===== config.mk =====
export PLATFORM = sky130hd
export DESIGN_NAME = fsg_row_mem
export DESIGN_NICKNAME = d
export VERILOG_FILES = /design/src/design/fsg_pkg.sv /design/src/design/fsg_row_mem.sv
export SDC_FILE = /design/constraint.sdc
export NUM_CORES = 2
export LEC_CHECK = 0
export CORE_ASPECT_RATIO = 1.4
export CORE_MARGIN = 3
export CORE_UTILIZATION = 60
export CTS_CLUSTER_DIAMETER = 150
export CTS_CLUSTER_SIZE = 12
export DETAILED_ROUTE_END_ITERATION = 7
export DONT_BUFFER_PORTS = 1
export PLACE_DENSITY = 0.81
export SLEW_MARGIN = 10
export SYNTH_ARGS = -nofsm -noshare
export SYNTH_HDL_FRONTEND = slang
export SYNTH_SLANG_ARGS = --single-unit

===== constraint.sdc =====
create_clock -name clk -period 2 [get_ports clk]
set_input_delay 0.1 -clock clk [delete_from_list [all_inputs] [get_ports clk]]
set_output_delay 0.1 -clock clk [all_outputs]
set_load 0.1 [all_outputs]

===== src/design/fsg_pkg.sv =====
package fsg_pkg;

	localparam int GRID_SIZE = 64;
	localparam int IDX_W = $clog2(GRID_SIZE);
	localparam int FIELD_W = 6;
	localparam int CHK_W = ((IDX_W > FIELD_W) ? IDX_W : FIELD_W) + 1;

	localparam int LFSR_W = 16;
	localparam logic [LFSR_W-1:0] SEED_DEFAULT = 16'd44257;
	localparam logic [LFSR_W-1:0] LFSR_MASK = 16'hB400;

	localparam logic [1:0] CMD_MARK = 2'd0;
	localparam logic [1:0] CMD_READ = 2'd1;
	localparam logic [1:0] CMD_PASS = 2'd2;

	typedef logic [IDX_W-1:0] idx_t;
	typedef logic [GRID_SIZE-1:0] row_t;

	typedef struct packed {
		logic [1:0] command;
		logic [FIELD_W-1:0] cell_row;
		logic [FIELD_W-1:0] cell_column;
	} cmd_t;

	typedef struct packed {
		logic cell_occupied;
		logic status;
	} rsp_t;

	// where an occupied cell goes
	typedef enum logic [1:0] {
		MOVE_DOWN = 2'd0,
		MOVE_LEFT = 2'd1,
		MOVE_RIGHT = 2'd2
	} move_t;

	typedef struct packed {
		logic moved;
		move_t dir;
		logic tie;
	} settle_t;

endpackage


===== src/design/fsg_row_mem.sv =====
module fsg_row_mem (
	input  logic clk,
	input  logic arst_n,
	input  logic rd_en,
	input  fsg_pkg::idx_t rd_addr,
	output fsg_pkg::row_t rd_data,
	input  logic wr_en,
	input  fsg_pkg::idx_t wr_addr,
	input  fsg_pkg::row_t wr_data
);

	fsg_pkg::row_t mem [fsg_pkg::GRID_SIZE];
	logic [fsg_pkg::GRID_SIZE-1:0] row_vld_q;
	fsg_pkg::row_t rd_data_q;
	logic rd_vld_q;

	always_ff @(posedge clk) begin
		if (wr_en) begin
			mem[wr_addr] <= wr_data;
		end
		if (rd_en) begin
			rd_data_q <= mem[rd_addr];
		end
	end

	// a row never written reads as empty
	always_ff @(posedge clk or negedge arst_n) begin
		if (!arst_n) begin
			row_vld_q <= '0;
			rd_vld_q <= 1'b0;
		end else begin
			if (wr_en) begin
				row_vld_q[wr_addr] <= 1'b1;
			end
			if (rd_en) begin
				rd_vld_q <= row_vld_q[rd_addr];
			end
		end
	end

	assign rd_data = rd_vld_q ? rd_data_q : '0;

endmodule


==> key figures <==
Setup path
  • Worst path depth: 4
  • CP delay by family, top: multiplexers
  • Critical Path RT: about 2700 ps
  • Critical path type: flop to flop
  • Crit-path max FO: 1
  • Worst setup SP type: flop
  • Buf+Inv Stages, Crit Path: 0
  • Worst path cell trace: mux4_2 > mux4_2 > a22oi_2 > nand2_1
  • Path depth of the worst reg2reg path: 4
  • Crit path capture type: flop
  • CP arrival: 3170 ps
  • Max incr delay on CP: 700 ps
  • Most used cell, CP: mux4_2
  • CP max stage cell: mux4_2

Synth
  • Syn Std Cell Area: roughly 160000 sq um
  • Async S/R FF share, synth: 0.01538
  • Most instantiated library cell after synthesis: edfxtp_1
  • Sequential share of the synthesized area: 0.7920
  • Synthesis Warnings: 0
  • Top-area cell type share of the netlist area: 0.7819
  • Area leader, netlist: edfxtp_1
  • FF+latch count, synth: between 4k and 5k
  • Netlist cell types: 29
  • Syn Inst Count: 6310
  • Post-synth top cells: edfxtp_1, mux4_2, clkbuf_1, a22oi_1, buf_2
  • Post-synth EDFFs: 4160
  • Dominant synthesized flop cell: edfxtp_1
  • Post-synth net total: approximately 6.4k
  • Synth Area per Inst: between 20 and 30 sq um
  • Synth top area cells: edfxtp_1, mux4_2, dfrtp_1, a22oi_1, clkbuf_1

Routing
  • DRT iter0 DRCs: between 15k and 20k
  • DR pass1 iterations: 6
  • Met1 Wirelength: 152.8 mm
  • Routed WL: 570.8 mm
  • Post-route DRC: 0
  • Met2 wire length: roughly 260 mm
  • Met3 routed WL: about 95 mm
  • Vias per cell: approximately 8.2
  • Max layer used: met5
  • Vias: around 87k
  • WL per Instance: around 54 um
  • Detail Route Antenna Nets: 0

Clocking
  • CTS Buf Count: 394
  • Root buffer cell: clkbuf_16
  • H-tree Lvls: 5
  • Clock Tree Buf Depth: 4
  • CTS tree: yes
  • Worst-path clk slew: 70 ps
  • Clock sinks: about 4.2k
  • Worst-Skew Late Latency: between 900 and 1000 ps

Min path
  • Hold crit path type: input port to flop
  • Worst hold stages: 3

Placed design
  • GP Congestion: around 0.79
  • Post-DP HPWL: 237.8 mm
  • Dpl cell area: between 150000 and 200000 sq um
  • IO Port Bufs: 0

Floorplanning
  • Initial Util: 0.6047
  • Die Ht: between 600 and 700 um
  • Die footprint: approximately 270000 sq um
  • Die width: approximately 440 um
  • Row count: roughly 220
  • Core ar.: 264200 sq um
  • I/O pin total: 144

Timing
  • Setup-failing EPs final: 127
  • Setup ws final: -482.9 ps
  • Worst-Margin Slew: approximately 1200 ps
  • WHS: -308.0 ps
  • Final min period: around 2500 ps
  • Max-slew violations: 0
  • Clock Skew: just under 60 ps
  • Max Fclk: 0.4028 GHz
  • Hold Vio Cnt, Final: 30
  • Period utilisation layout: 1.241
  • RSZ-0062 raised after global routing: yes
  • Slew headroom: 0.2010

Power
  • Power density over the cells: between 900 and 1000 nW/um^2
  • Maximum VDD drop: around 0.87 mV
  • LEAKAGE: around 0.058 uW

Cells and area
  • Layout cells sized above 1: 0.3605
  • Fin nets: approximately 7k
  • Utilization after layout: 0.6997
  • Synth-to-Final Area Change: 15.72%
  • Finished Cell Area: ~180000 sq um

Status
  • Failing checks: negative hold slack, negative setup slack
  • Status: complete, but fails checks

Global routing
  • First-pass GRT wire length: 769.7 mm
  • Remaining Overflow, GRT: 0
  • Antenna violations before repair: 33
  • Largest net degree at the start of global routing: approximately 270
  • Gr usage total: 0.4199
  • Vias in the first global route: 88.12k

Run
  • Max Cap Viol: 0
-- tightest hold or removal path: stages --
cell and delay [ps]:
mux4_2 230, a22oi_2 70, nand2_1 60
-- registers in the layout (all words and copies together) (netlist names) --
| name | flops |
|---|---|
| mem | 4096 |
| row_vld_q | 64 |
| rd_vld_q | 1 |
| rd_data_q | 64 |
-- area by class of cell --
class	count	area (sq um)
Antenna cell	32	80.08
Clock buffer	453	10230
Clock inverter	13	193.9
Fill cell	13350	79340
Inverter	3	11.26
Multi-Input combinational cell	1748	33150
Sequential cell	4225	126600
Tap cell	3487	4363
Timing Repair Buffer	581	10320
-- final timing paths --
kind / start / end / slack [ps]
worst max-delay path: mem[53][56] / rd_data_q[56] / -480
worst min-delay path: rd_addr[4] / rd_data_q[63] / -310
worst max register to register: mem[53][56] / rd_data_q[56] / -480
worst min register to register: row_vld_q[6] / row_vld_q[6] / 470
max in group asynchronous: arst_n / row_vld_q[62] / 1400
min in group asynchronous: arst_n / row_vld_q[6] / 280
-- stage by stage --
step / cells / setup slack [ps] / power (uW) / TNS, ps
final: 10540 / -482.9 / 181600 / -27240
after CTS: 10490 / -292.0 / 178800 / -39520
after detailed placement: 9849 / -2701 / 109200 / -124180
after floorplan: 6310 / -750.4 / 106500 / -1541500
after global placement: 9840 / -2368 / 108400 / -106490
after global routing: 10520 / -464.2 / 183900 / -26530
-- power by group --
part	internal, uW	total (uW)	switching (uW)
clock network	35800	70000	34300
logic	5220	12700	7490
registers	98200	98900	698
-- logic make-up after synthesis --
group	synth area share
and+or+nand+nor	0.009476
DFF	0.7920
AOI/OAI and AO/OA	0.006531
muxes	0.1830
buffers and inverters	0.008998
-- layout by cell type, fill, tap and decap left out, drive strengths merged, types with 2 or more instances in the layout --
cell / n
a22oi: 132
a311oi: 2
a31oi: 2
and2: 65
buf: 471
bufbuf: 11
clkbuf: 466
clkinv: 7
dfrtp: 65
diode: 32
dlygate4sd3: 81
dlymetal6s4s: 5
edfxtp: 4160
inv: 9
mux2i: 20
mux4: 1289
nand2: 74
nand2b: 3
nand3: 10
nand3b: 2
nor2: 68
nor2b: 7
nor3: 2
or2: 65
-- per-layer routing --
layer  track usage  vias to the layer above
met4        0.3308                       32
met5             0                        -
li1              -                    28560
met2        0.6388                    11800
met3        0.1321                     3335
met1        0.5037                    43140
-- what timing repair did --
item	CTS	global route
gates cloned	26	14
hold buffers	153	3
endpoints found under the hold margin	5606	121
endpoints found under the setup margin	129	494
pin swaps	75	33
buffers inserted	5	4
resized for setup	279	72
No activity file was read; power rests on OpenSTA's default activity.
